$ cat config.mk
export PLATFORM = sky130hd
export DESIGN_NAME = playback_position_transport_top
export DESIGN_NICKNAME = d
export VERILOG_FILES = /design/src/hdl/ppt_pkg.sv /design/src/hdl/ppt_rem_unit.sv /design/src/hdl/playback_position_transport_top.sv
export SDC_FILE = /design/constraint.sdc
export NUM_CORES = 1
export LEC_CHECK = 0
export BUFFER_PORTS_ARGS = -buffer_cell sky130_fd_sc_hd__buf_2
export CAP_MARGIN = 20
export CORE_ASPECT_RATIO = 2
export CORE_MARGIN = 2
export CORE_UTILIZATION = 49
export DETAILED_ROUTE_END_ITERATION = 12
export PLACE_DENSITY = 0.71
export SLEW_MARGIN = 20
export SYNTH_ARGS = -nofsm -noshare
export SYNTH_HDL_FRONTEND = slang
export SYNTH_SLANG_ARGS = --single-unit
$ cat constraint.sdc
create_clock -name clock -period 13.65 [get_ports clock]
set_input_delay 4.095 -clock clock [delete_from_list [all_inputs] [get_ports clock]]
set_output_delay 4.095 -clock clock [all_outputs]
set_load 0.02 [all_outputs]
$ cat src/hdl/ppt_pkg.sv
// ----------------------------------------------------------------------------
// ppt_pkg
// Shared constants and types for the playback position transport: command
// codes, run modes, register indexes, field widths and divider status.
// ----------------------------------------------------------------------------
package ppt_pkg;

   localparam int POS_WIDTH_DEFAULT = 32;

   // fixed field widths
   localparam int POS_FIELD_W = 32;
   localparam int OP_W        = 3;
   localparam int STEP_W      = 16;
   localparam int MODE_W      = 2;
   localparam int CSR_IDX_W   = 2;
   localparam int CSR_DATA_W  = 32;

   // commands
   localparam logic [OP_W-1:0] OP_PLAY    = 3'd0;
   localparam logic [OP_W-1:0] OP_PAUSE   = 3'd1;
   localparam logic [OP_W-1:0] OP_STOP    = 3'd2;
   localparam logic [OP_W-1:0] OP_SEEK    = 3'd3;
   localparam logic [OP_W-1:0] OP_ADVANCE = 3'd4;

   // run modes
   localparam logic [MODE_W-1:0] MODE_STOPPED = 2'd0;
   localparam logic [MODE_W-1:0] MODE_PLAYING = 2'd1;
   localparam logic [MODE_W-1:0] MODE_PAUSED  = 2'd2;

   // register indexes
   localparam logic [CSR_IDX_W-1:0] CSR_TOTAL_LENGTH = 2'd0;
   localparam logic [CSR_IDX_W-1:0] CSR_LOOP_START   = 2'd1;
   localparam logic [CSR_IDX_W-1:0] CSR_LOOP_END     = 2'd2;
   localparam logic [CSR_IDX_W-1:0] CSR_LOOP_ENABLE  = 2'd3;

   typedef struct packed {
      logic busy;
      logic done;
   } ppt_div_status_type;

endpackage

$ cat src/hdl/ppt_rem_unit.sv
// ----------------------------------------------------------------------------
// ppt_rem_unit
// Restoring radix-2 remainder unit: one quotient bit per cycle, POS_WIDTH+1
// steps, remainder held until the next start.
// ----------------------------------------------------------------------------
module ppt_rem_unit
   import ppt_pkg::*;
#(
   parameter int POS_WIDTH = POS_WIDTH_DEFAULT
) (
   input  logic                 clock,
   input  logic                 reset,
   input  logic                 start,
   input  logic [POS_WIDTH:0]   dividend,
   input  logic [POS_WIDTH-1:0] divisor,
   output ppt_div_status_type   status,
   output logic [POS_WIDTH-1:0] remainder
);

   localparam int STEPS = POS_WIDTH + 1;
   localparam int CNT_W = $clog2(STEPS + 1);

   logic                 busy_ff, busy_in;
   logic                 done_ff, done_in;
   logic [CNT_W-1:0]     cnt_ff, cnt_in;
   logic [POS_WIDTH:0]   num_ff, num_in;
   logic [POS_WIDTH-1:0] rem_ff, rem_in;
   logic [POS_WIDTH-1:0] den_ff, den_in;

   logic [POS_WIDTH:0]   trial;
   logic [POS_WIDTH:0]   diff;
   logic                 fits;

   assign trial = {rem_ff, num_ff[POS_WIDTH]};
   assign diff  = trial - {1'b0, den_ff};
   assign fits  = trial >= {1'b0, den_ff};

   always_comb begin
      busy_in = busy_ff;
      done_in = 1'b0;
      cnt_in  = cnt_ff;
      num_in  = num_ff;
      rem_in  = rem_ff;
      den_in  = den_ff;
      if (start) begin
         busy_in = 1'b1;
         cnt_in  = '0;
         num_in  = dividend;
         rem_in  = '0;
         den_in  = divisor;
      end else if (busy_ff) begin
         rem_in = fits ? diff[POS_WIDTH-1:0] : trial[POS_WIDTH-1:0];
         num_in = {num_ff[POS_WIDTH-1:0], 1'b0};
         cnt_in = cnt_ff + 1'b1;
         if (cnt_ff == CNT_W'(STEPS - 1)) begin
            busy_in = 1'b0;
            done_in = 1'b1;
         end
      end
   end

   always_ff @(posedge clock) begin
      if (reset) begin
         busy_ff <= 1'b0;
         done_ff <= 1'b0;
         cnt_ff  <= '0;
      end else begin
         busy_ff <= busy_in;
         done_ff <= done_in;
         cnt_ff  <= cnt_in;
      end
      num_ff <= num_in;
      rem_ff <= rem_in;
      den_ff <= den_in;
   end

   assign status.busy = busy_ff;
   assign status.done = done_ff;
   assign remainder   = rem_ff;

   a_start_busy : assert property (@(posedge clock) disable iff (reset)
      start |=> busy_ff)
      else $error("remainder unit not busy after start");

   a_done_rem : assert property (@(posedge clock) disable iff (reset)
      done_ff && den_ff != '0 |-> rem_ff < den_ff)
      else $error("remainder not below divisor");

endmodule

$ cat src/hdl/playback_position_transport_top.sv
// ----------------------------------------------------------------------------
// playback_position_transport_top
// Audio playback transport: sample position and run state, driven by play,
// pause, stop, seek and advance commands, with optional loop wrapping.
//
//  channel  ports                              direction  handshake
//  request  req_op, req_seek_target,           in         req_valid/req_ready
//           req_step_count
//  response rsp_position, rsp_run_mode,        out        rsp_valid/rsp_ready
//           rsp_changed
//  csr      csr_index, csr_wdata               in         csr_we, no wait
//
// A result is registered through the PREP, EVAL and OUT states after its
// request transfer, and the next request can transfer once the sequencer is
// back in IDLE; a wrapping loop advance also waits in DIV on the remainder unit.
// One command is in the sequencer at a time; req_ready is high only when idle.
// A result still waiting on rsp_ready holds the next one in the output state.
// Reset clears position, run mode, response valid and all configuration registers.
// ----------------------------------------------------------------------------
module playback_position_transport_top
   import ppt_pkg::*;
#(
   parameter int POS_WIDTH = POS_WIDTH_DEFAULT
) (
   input  logic                   clock,
   input  logic                   reset,
   input  logic                   req_valid,
   output logic                   req_ready,
   input  logic [OP_W-1:0]        req_op,
   input  logic [POS_FIELD_W-1:0] req_seek_target,
   input  logic [STEP_W-1:0]      req_step_count,
   output logic                   rsp_valid,
   input  logic                   rsp_ready,
   output logic [POS_FIELD_W-1:0] rsp_position,
   output logic [MODE_W-1:0]      rsp_run_mode,
   output logic                   rsp_changed,
   input  logic                   csr_we,
   input  logic [CSR_IDX_W-1:0]   csr_index,
   input  logic [CSR_DATA_W-1:0]  csr_wdata
);

   localparam logic [2:0] S_IDLE = 3'd0;
   localparam logic [2:0] S_PREP = 3'd1;
   localparam logic [2:0] S_EVAL = 3'd2;
   localparam logic [2:0] S_DIV  = 3'd3;
   localparam logic [2:0] S_OUT  = 3'd4;

   logic [2:0]             state_ff, state_in;

   logic [POS_WIDTH-1:0]   total_ff, lstart_ff, lend_ff;
   logic                   loop_en_ff;

   logic [POS_WIDTH-1:0]   pos_ff, pos_in;
   logic [MODE_W-1:0]      run_ff, run_in;
   logic                   chg_ff, chg_in;

   logic [OP_W-1:0]        op_ff, op_in;
   logic [POS_WIDTH-1:0]   target_ff, target_in;
   logic [STEP_W-1:0]      step_ff, step_in;

   logic [POS_WIDTH-1:0]   ls_ff, ls_in;
   logic [POS_WIDTH-1:0]   le_ff, le_in;
   logic [POS_WIDTH-1:0]   sc_ff, sc_in;
   logic [POS_WIDTH:0]     adv_ff, adv_in;

   logic                   rsp_valid_ff, rsp_valid_in;
   logic [POS_FIELD_W-1:0] rsp_pos_ff, rsp_pos_in;
   logic [MODE_W-1:0]      rsp_mode_ff, rsp_mode_in;
   logic                   rsp_chg_ff, rsp_chg_in;

   logic                   div_start;
   logic [POS_WIDTH:0]     div_dividend;
   logic [POS_WIDTH-1:0]   div_divisor;
   logic [POS_WIDTH-1:0]   div_rem;
   ppt_div_status_type     div_status;

   logic                   looping;
   logic [POS_WIDTH-1:0]   seek_pos;
   logic                   req_xfer;
   logic                   rsp_load;

   assign req_xfer     = req_valid && req_ready;
   assign req_ready    = (state_ff == S_IDLE);
   assign rsp_load     = (state_ff == S_OUT) && (!rsp_valid_ff || rsp_ready);

   assign looping      = loop_en_ff && (le_ff > ls_ff);
   assign seek_pos     = (looping && sc_ff > le_ff) ? le_ff : sc_ff;
   assign div_dividend = adv_ff - {1'b0, le_ff};
   assign div_divisor  = le_ff - ls_ff;

   ppt_rem_unit #(
      .POS_WIDTH (POS_WIDTH)
   ) u_rem (
      .clock     (clock),
      .reset     (reset),
      .start     (div_start),
      .dividend  (div_dividend),
      .divisor   (div_divisor),
      .status    (div_status),
      .remainder (div_rem)
   );

   // configuration registers
   always_ff @(posedge clock) begin
      if (reset) begin
         total_ff   <= '0;
         lstart_ff  <= '0;
         lend_ff    <= '0;
         loop_en_ff <= 1'b0;
      end else if (csr_we) begin
         unique case (csr_index)
            CSR_TOTAL_LENGTH: total_ff   <= POS_WIDTH'(csr_wdata);
            CSR_LOOP_START:   lstart_ff  <= POS_WIDTH'(csr_wdata);
            CSR_LOOP_END:     lend_ff    <= POS_WIDTH'(csr_wdata);
            CSR_LOOP_ENABLE:  loop_en_ff <= csr_wdata[0];
            default:          loop_en_ff <= loop_en_ff;
         endcase
      end
   end

   always_comb begin
      state_in     = state_ff;
      pos_in       = pos_ff;
      run_in       = run_ff;
      chg_in       = chg_ff;
      op_in        = op_ff;
      target_in    = target_ff;
      step_in      = step_ff;
      ls_in        = ls_ff;
      le_in        = le_ff;
      sc_in        = sc_ff;
      adv_in       = adv_ff;
      rsp_valid_in = rsp_valid_ff && !rsp_ready;
      rsp_pos_in   = rsp_pos_ff;
      rsp_mode_in  = rsp_mode_ff;
      rsp_chg_in   = rsp_chg_ff;
      div_start    = 1'b0;

      unique case (state_ff)
         S_IDLE: begin
            if (req_xfer) begin
               op_in     = req_op;
               target_in = POS_WIDTH'(req_seek_target);
               step_in   = req_step_count;
               state_in  = S_PREP;
            end
         end
         S_PREP: begin
            // clamp loop bounds and seek target, form the advanced position
            ls_in    = (lstart_ff < total_ff) ? lstart_ff : total_ff;
            le_in    = (lend_ff < total_ff) ? lend_ff : total_ff;
            sc_in    = (target_ff < total_ff) ? target_ff : total_ff;
            adv_in   = {1'b0, pos_ff} + (POS_WIDTH + 1)'(step_ff);
            state_in = S_EVAL;
         end
         S_EVAL: begin
            chg_in   = 1'b0;
            state_in = S_OUT;
            case (op_ff)
               OP_PLAY: begin
                  if (total_ff != '0) begin
                     if (pos_ff >= total_ff) pos_in = '0;
                     run_in = MODE_PLAYING;
                     chg_in = 1'b1;
                  end
               end
               OP_PAUSE: begin
                  if (run_ff == MODE_PLAYING) begin
                     run_in = MODE_PAUSED;
                     chg_in = 1'b1;
                  end
               end
               OP_STOP: begin
                  pos_in = '0;
                  run_in = MODE_STOPPED;
                  chg_in = 1'b1;
               end
               OP_SEEK: begin
                  pos_in = seek_pos;
                  // seek_pos never exceeds the total, so equality marks the end
                  if (seek_pos == total_ff && total_ff != '0 && run_ff == MODE_PLAYING)
                     run_in = MODE_PAUSED;
                  chg_in = 1'b1;
               end
               OP_ADVANCE: begin
                  if (run_ff == MODE_PLAYING && total_ff != '0 && step_ff != '0) begin
                     chg_in = 1'b1;
                     if (looping) begin
                        if (adv_ff >= {1'b0, le_ff}) begin
                           div_start = 1'b1;
                           state_in  = S_DIV;
                        end else begin
                           pos_in = adv_ff[POS_WIDTH-1:0];
                        end
                     end else if (adv_ff >= {1'b0, total_ff}) begin
                        pos_in = total_ff;
                        run_in = MODE_PAUSED;
                     end else begin
                        pos_in = adv_ff[POS_WIDTH-1:0];
                     end
                  end
               end
               default: chg_in = 1'b0;
            endcase
         end
         S_DIV: begin
            if (div_status.done) begin
               pos_in   = ls_ff + div_rem;
               state_in = S_OUT;
            end
         end
         S_OUT: begin
            if (rsp_load) begin
               rsp_valid_in = 1'b1;
               rsp_pos_in   = POS_FIELD_W'(pos_ff);
               rsp_mode_in  = run_ff;
               rsp_chg_in   = chg_ff;
               state_in     = S_IDLE;
            end
         end
         default: state_in = S_IDLE;
      endcase
   end

   always_ff @(posedge clock) begin
      if (reset) begin
         state_ff     <= S_IDLE;
         pos_ff       <= '0;
         run_ff       <= MODE_STOPPED;
         rsp_valid_ff <= 1'b0;
      end else begin
         state_ff     <= state_in;
         pos_ff       <= pos_in;
         run_ff       <= run_in;
         rsp_valid_ff <= rsp_valid_in;
      end
      chg_ff      <= chg_in;
      op_ff       <= op_in;
      target_ff   <= target_in;
      step_ff     <= step_in;
      ls_ff       <= ls_in;
      le_ff       <= le_in;
      sc_ff       <= sc_in;
      adv_ff      <= adv_in;
      rsp_pos_ff  <= rsp_pos_in;
      rsp_mode_ff <= rsp_mode_in;
      rsp_chg_ff  <= rsp_chg_in;
   end

   assign rsp_valid    = rsp_valid_ff;
   assign rsp_position = rsp_pos_ff;
   assign rsp_run_mode = rsp_mode_ff;
   assign rsp_changed  = rsp_chg_ff;

   a_xfer_prep : assert property (@(posedge clock) disable iff (reset)
      req_xfer |=> state_ff == S_PREP)
      else $error("request transfer did not start the sequencer");

   a_div_alive : assert property (@(posedge clock) disable iff (reset)
      state_ff == S_DIV |-> (div_status.busy || div_status.done))
      else $error("waiting on an idle remainder unit");

   a_idle_div : assert property (@(posedge clock) disable iff (reset)
      state_ff == S_IDLE |-> !div_status.busy)
      else $error("remainder unit busy while idle");

endmodule

==> results of run 1 <==
per-stage QoR:
| stage | instances | power, mW | hold WS, ns |
|---|---|---|---|
| 3_5_place_dp | 3987 | 2.42 | 0.431 |
| 6_report | 4064 | 3.68 | 0.448 |
| 3_3_place_gp | 3987 | 2.41 | 0.432 |
| 5_1_grt | 4063 | 3.81 | 0.462 |
| 2_1_floorplan | 3185 | 2.17 | 0.400 |
| 4_1_cts | 4063 | 3.67 | 0.445 |
layout make-up:
cell class,count,area [sq um]
clock inverters,25,290
diodes,1,2.50
clock buffers,51,1160
multi-input cells,2395,17100
inverters,194,728
well taps,780,976
fillers,5420,27900
repair buffers,162,903
flip-flops and latches,456,11900
Yosys cell counts (6+ instances only):
master	n	area share [%]
a2111oi_0	7	0.20
a211o_1	8	0.23
a211oi_1	37	0.92
a21boi_0	8	0.20
a21o_1	111	2.8
a21oi_1	313	5.2
a311oi_1	7	0.20
a31oi_1	26	0.54
and2_1	13	0.27
and3_1	16	0.33
and4_1	9	0.26
buf_1	8	0.099
buf_2	16	0.26
clkbuf_1	110	1.4
dfxtp_1	175	12
edfxtp_1	281	28
ha_1	334	14
inv_1	194	2.4
mux2_2	100	3.7
mux2i_1	54	1.8
nand2_1	370	4.6
nand2b_1	30	0.62
nand3_1	46	0.76
nand4_1	58	1.2
nor2_1	157	1.9
nor2b_1	36	0.75
nor3_1	38	0.63
nor4_1	29	0.60
o2111ai_1	10	0.29
o211ai_1	21	0.52
o21a_1	17	0.42
o21ai_0	173	2.9
o21ai_1	6	0.099
o21bai_1	20	0.50
o221ai_1	31	0.90
o22ai_1	18	0.37
o2bb2ai_1	12	0.35
o31a_1	6	0.17
o31ai_1	14	0.35
or2_2	10	0.21
or3_1	10	0.21
or4_1	7	0.17
xnor2_1	111	3.2
xor2_1	55	1.6
kinds of logic after synthesis:
logic type,after synthesis
xor gates and xnor gates,166
AOI/OAI and AO/OA,889
buffers and inverters,334
DFF,456
adders and majority gates,339
and+or+nand+nor,846
muxes,155
where the power goes:
group	switching [mW]	internal [mW]	total, mW
sequential	0.0779	1.53	1.61
combinational	0.485	0.323	0.807
clock	0.557	0.704	1.26
path summary, 6_finish.rpt:
path,start,endpoint,slack (ns),depth (start not counted)
setup / recovery,le_ff[13],run_ff[0],7.88,13
hold reg to reg,chg_ff,rsp_changed,0.45,0
hold / removal,chg_ff,rsp_changed,0.45,0
setup reg to reg,le_ff[13],run_ff[0],7.88,13
layer usage:
layer  up-vias  wire length [um]  GRT usage [%]
met5         -                 0              0
met4         0             11100           28.5
met3       374              5810           4.16
met2      1044             49100           54.2
met1     12109             35700           32.6
li1      11808                 -              -
worst max-delay path, stage by stage (launching register included):
cell and delay, ns:
edfxtp_1 0.46, inv_1 0.14, ha_1 0.32, nand4_1 0.21, or4_1 0.63, nor2_1 0.56
nand4_1 0.46, nand3_2 0.19, buf_4 0.56, mux2i_1 0.99, o221ai_1 0.29, nor4_2 0.28
o21ai_1 0.16, mux2_4 0.34
==> insert_results.sql, run 1 <==
INSERT INTO impl_metrics (metric_group, metric, value, unit) VALUES
('cts', 'clk_pin_slew_worst_paths', '0.07', 'ns'),
('logic_synthesis', 'synth_cells', '3185', ''),
('global_route', 'antenna_found_initial', '2', ''),
('global_route', 'grt_remaining_overflow', '0', ''),
('global_route', 'grt_start_max_net_pins', '82', ''),
('sta', 'final-setup-viol-count', '0', ''),
('logic_synthesis', 'yosys.area_share.simple', '13.1', '%'),
('power', 'power_density', '111', 'nW/um^2'),
('finish', 'biggestRegsByFlops', 'adv_ff: 33 flops, u_rem.num_ff: 33 flops', ''),
('finish', 'mostFrequentLayoutCell', 'nand2_1', ''),
('logic_synthesis', 'muxShareOfSynthArea', '5.56', '%'),
('sta', 'worst_clock_skew', '0.0254', 'ns'),
('cts', 'clock_latency', '0.61', 'ns'),
('finish', 'flow.area_growth_from_synthesis', '9.41', '%'),
('detailed_routing', 'remaining_drc_errors', '0', ''),
('logic_synthesis', 'largest_family_of_logic_cells_by_synthesized_area', 'compound AO/OA/AOI/OAI gates', ''),
('place', 'place_worst_setup_slack', '7.45', 'ns'),
('run', 'max-cap-violations', '0', ''),
('power', 'p_leak', '13.6', 'nW'),
('detailed_routing', 'postRouteAntennaNets', '0', ''),
('cts', 'cts_made_buffers', '41', ''),
('logic_synthesis', 'syn_area', '30200', 'sq um'),
('floorplan', 'chipHeight', '355', 'um'),
('finish', 'finish.net_count', '3679', ''),
('sta', 'fin_tns_setup', '0', 'ns'),
('floorplan', 'rows', '128', ''),
('cts', 'hold_buffers_post_cts', '0', ''),
('outcome', 'run_status', 'finished, final reports clean', ''),
('detailed_routing', 'drt_iter0_markers', '2202', ''),
('cts', 'cts.repair.resized', '0', ''),
('floorplan', 'floorplan.die.width', '180', 'um'),
('sta', 'grt_setup_unrepaired', 'false', ''),
('detailed_routing', 'route.detailed.vias_per_inst', '6.23', ''),
('sta', 'report.final.hold_viol_count', '0', ''),
('logic_synthesis', 'synth_enable_flop_cells', '281', ''),
('detailed_routing', 'vias', '25335', ''),
('cts', 'clk_path_buf_depth', '3', ''),
('global_route', 'globalRouteTotalUtil', '31.2', '%'),
('cts', 'cts_tree', 'done', ''),
('detailed_routing', 'detail_route.first_pass.iterations', '5', ''),
('cts', 'cts_post_setup_buffers_inserted', '0', ''),
('cts', 'cts_num_sinks', '456', ''),
('finish', 'mostFrequentLayoutCells', 'nand2_1, ha_1, a21oi_1, edfxtp_1, inv_1', ''),
('global_route', 'via_count_of_the_first_global_routing_pass', '25270', ''),
('min_path', 'hold_path_class', 'flip-flop to flip-flop', ''),
('logic_synthesis', 'synthAdderAreaFrac', '14.2', '%'),
('global_route', 'grt_first_pass_wirelength', '151000', 'um'),
('setup_path', 'critPathCaptureType', 'flip-flop', ''),
('sta', 'slew_headroom', '12.1', '%'),
('power', 'vdd_drop_max', '0.109', 'mV'),
('logic_synthesis', 'syn_nets', '3614', ''),
('place', 'place.gp.congestion', '1.05', ''),
('logic_synthesis', 'syn_avg_cell_area', '9.49', 'sq um'),
('setup_path', 'path_class', 'flip-flop to flip-flop', ''),
('sta', 'post-route-period-util', '42.3', '%'),
('floorplan', 'start_util', '49.5', '%'),
('setup_path', 'cp_max_fo', '57', ''),
('place', 'dp_hpwl', '79400', 'um'),
('finish', 'fin_util', '54.2', '%'),
('detailed_routing', 'finalWirelength', '102000', 'um'),
('logic_synthesis', 'netlist-cell-type-count', '83', ''),
('floorplan', 'die_ar', '63800', 'sq um'),
('cts', 'cts_htree_levels', '2', ''),
('setup_path', 'critical_path_required', '14.14', 'ns'),
('sta', 'final.setup.worst_slack', '7.88', 'ns'),
('logic_synthesis', 'synth_seq_area_share', '39.5', '%'),
('floorplan', 'floorplan.core_area', '61000', 'sq um'),
('logic_synthesis', 'compound_gate_fraction_of_synth_area', '18.6', '%'),
('setup_path', 'critPathLaunchType', 'flip-flop', ''),
('logic_synthesis', 'synth-seq-cells', '456', ''),
('sta', 'period_minus_slack', '5.77', 'ns');
Note: power is estimated with default switching activity, not from simulation.
==> inputs of run 2 (changes only) <==
- clock period: 13.65 -> 5.5 ns (I/O delays scaled with it)
==> run 2 against run 1 <==
- clock-buffer cell count increased by 7
- sequential share of layout area decreased by 0.25 points
- clock skew increased by 0.0069 ns
- die area unchanged
- global-route usage increased by 1.1 points
- clock power increased by 140%
- critical endpoint unchanged
- highest routed layer unchanged
==> insert_results.sql, run 2 (same netlist as run 1, synthesis figures left out) <==
INSERT INTO impl_metrics (metric_group, metric, value, unit) VALUES
('outcome', 'run_status', 'finished, final reports clean', ''),
('floorplan', 'io_pins', '127', ''),
('cts', 'cts.root.buffer_cell', 'clkbuf_16', ''),
('place', 'port_buffers', '126', ''),
('finish', 'mostFrequentLayoutCell', 'nand2_1', ''),
('place', 'place.gp.congestion', '1.04', ''),
('finish', 'post_route_cells_drive_above_1_share', '11.9', '%'),
('cts', 'cts_num_sinks', '456', ''),
('cts', 'cts_post_setup_buffers_inserted', '0', ''),
('sta', 'grt_setup_unrepaired', 'false', ''),
('floorplan', 'chipHeight', '355', 'um'),
('finish', 'total_of_fill_cells_in_the_finished_design', '5413', ''),
('global_route', 'grt_remaining_overflow', '0', ''),
('min_path', 'timing.hold.worst_path_depth', '0', ''),
('power', 'vdd_drop_max', '0.295', 'mV'),
('detailed_routing', 'vias', '25452', ''),
('finish', 'multi_input_combinational_cell_area', '17100', 'sq um'),
('run', 'max-cap-violations', '0', ''),
('setup_path', 'cp_max_fo', '19', ''),
('global_route', 'antenna_found_initial', '1', ''),
('setup_path', 'reg2reg_from', 'le_ff[22]', ''),
('detailed_routing', 'detail_route.first_pass.iterations', '5', ''),
('cts', 'cts_tree', 'done', ''),
('finish', 'fin_util', '54.6', '%'),
('floorplan', 'die_ar', '63800', 'sq um'),
('sta', 'tightest_slew', '1.20', 'ns'),
('detailed_routing', 'wl_met1', '37700', 'um'),
('cts', 'cts_made_buffers', '42', ''),
('min_path', 'hold_path_class', 'flip-flop to flip-flop', ''),
('setup_path', 'slowest_stage', 'edfxtp_1', ''),
('setup_path', 'critPathLaunchType', 'flip-flop', ''),
('sta', 'worst_clock_skew', '0.0324', 'ns'),
('cts', 'clock_latency', '0.59', 'ns'),
('detailed_routing', 'drt_iter0_markers', '1929', ''),
('global_route', 'via_count_of_the_first_global_routing_pass', '25208', ''),
('finish', 'finish.net_count', '3709', ''),
('global_route', 'globalRouteTotalUtil', '32.3', '%'),
('setup_path', 'crit_family', 'simple AND/OR/NAND/NOR gates', ''),
('sta', 'final-setup-viol-count', '0', ''),
('detailed_routing', 'route.met3.wl', '5560', 'um'),
('setup_path', 'critical_path_required', '5.99', 'ns'),
('sta', 'period_minus_slack', '5.02', 'ns'),
('floorplan', 'start_util', '49.5', '%'),
('setup_path', 'path_class', 'flip-flop to flip-flop', ''),
('sta', 'report.final.hold_viol_count', '0', ''),
('floorplan', 'floorplan.die.width', '180', 'um'),
('setup_path', 'critPathArrivalTime', '5.50', 'ns'),
('setup_path', 'worst_r2r_endpoint', 'run_ff[0]', ''),
('setup_path', 'critPathCaptureType', 'flip-flop', ''),
('finish', 'biggestRegsByFlops', 'adv_ff: 33 flops, u_rem.num_ff: 33 flops', ''),
('cts', 'cts.repair.resized', '0', ''),
('detailed_routing', 'route.detailed.vias_per_inst', '6.22', ''),
('setup_path', 'slowest_delay', '0.63', 'ns'),
('setup_path', 'critical_path_buf_inv_count', '0', ''),
('setup_path', 'reg2reg_setup_slack', '0.48', 'ns'),
('detailed_routing', 'finalWirelength', '105000', 'um'),
('place', 'dp_hpwl', '82900', 'um'),
('floorplan', 'rows', '128', ''),
('min_path', 'worst_hold_startpoint', 'chg_ff', ''),
('sta', 'slew_headroom', '19.3', '%'),
('setup_path', 'crit_chain', 'ha_1 > nand4_1 > or4_4 > o31a_1 > or3b_4 > o2bb2ai_4 > nand3_2 > mux2i_1 > o221ai_1 > nor4_2 > o21ai_1 > mux2_4', ''),
('sta', 'post-route-period-util', '91.2', '%'),
('detailed_routing', 'remaining_drc_errors', '0', ''),
('finish', 'final-seq-area', '11900', 'sq um'),
('sta', 'slew_violations', '0', ''),
('floorplan', 'floorplan.core_area', '61000', 'sq um'),
('global_route', 'grt_first_pass_wirelength', '155000', 'um'),
('sta', 'fin_tns_setup', '0', 'ns'),
('cts', 'cts_htree_levels', '2', ''),
('finish', 'flow.area_growth_from_synthesis', '10.2', '%'),
('finish', 'mostFrequentLayoutCells', 'nand2_1, ha_1, a21oi_1, edfxtp_1, inv_1', ''),
('cts', 'clk_pin_slew_worst_paths', '0.07', 'ns'),
('global_route', 'grt_start_max_net_pins', '130', ''),
('power', 'power_density', '273', 'nW/um^2'),
('setup_path', 'timing.reg2reg.worst_path_depth', '12', ''),
('min_path', 'hold_path_end', 'rsp_changed', ''),
('detailed_routing', 'route.top_layer_used', 'met4', ''),
('detailed_routing', 'dr_wl_met2', '51300', 'um'),
('cts', 'clk_path_buf_depth', '3', ''),
('cts', 'hold_buffers_post_cts', '0', ''),
('power', 'p_leak', '13.7', 'nW'),
('detailed_routing', 'postRouteAntennaNets', '0', ''),
('sta', 'fmax', '199', 'MHz'),
('detailed_routing', 'wl_per_cell', '25.7', 'um');
## run 2: cell types whose count changed in the layout (fill, tap and decap cells not counted), moves of 2 or more
cell | before | now
buf_12 | 0 | 7
clkinv_1 | 5 | 2
clkinv_2 | 7 | 5
clkbuf_1 | 3 | 10
buf_4 | 37 | 59
bufinv_16 | 5 | 3
clkinvlp_4 | 1 | 3
## run 2: area by class of cell
| type | count | area share [%] |
|---|---|---|
| diodes | 1 | 0.00752 |
| clock buffers | 58 | 3.55 |
| clock inverters | 18 | 0.590 |
| inverters | 194 | 2.19 |
| multi-input cells | 2395 | 51.2 |
| flip-flops and latches | 456 | 35.9 |
| well taps | 780 | 2.93 |
| repair buffers | 191 | 3.63 |
## run 2: metal layers
layer,global-route usage [%],vias to the layer above
met5,0,-
li1,-,11885
met2,56.3,1088
met3,3.06,344
met4,27.2,0
met1,35.2,12135
## run 2: worst max path at each step
stage,from,to,slack [ns],depth (start not counted)
after floorplan,state_ff[0],adv_ff[0],1.16,2
after global placement,le_ff[22],run_ff[0],0.76,12
after detailed placement,le_ff[22],run_ff[0],0.72,12
after CTS,le_ff[22],run_ff[0],0.71,12
after global routing,le_ff[22],run_ff[0],0.45,12
final,le_ff[22],run_ff[0],0.48,12
## run 2: through the flow
step	cell area, sq um	power (mW)	hold WS, ns	std cells	setup slack, ns
2_1_floorplan	30200	5.38	0.400	3185	1.16
3_3_place_gp	31900	6.06	0.427	4016	0.760
3_5_place_dp	31900	6.08	0.433	4016	0.719
4_1_cts	33300	9.10	0.449	4092	0.707
5_1_grt	33300	9.43	0.455	4092	0.448
6_report	33300	9.11	0.451	4093	0.483
## run 2: power breakdown
part	switching (mW)	total, mW	leakage (nW)	internal (mW)
combinational	1.24	2.07	8.98	0.830
clock	1.39	3.04	0.667	1.66
sequential	0.191	3.99	4.07	3.80
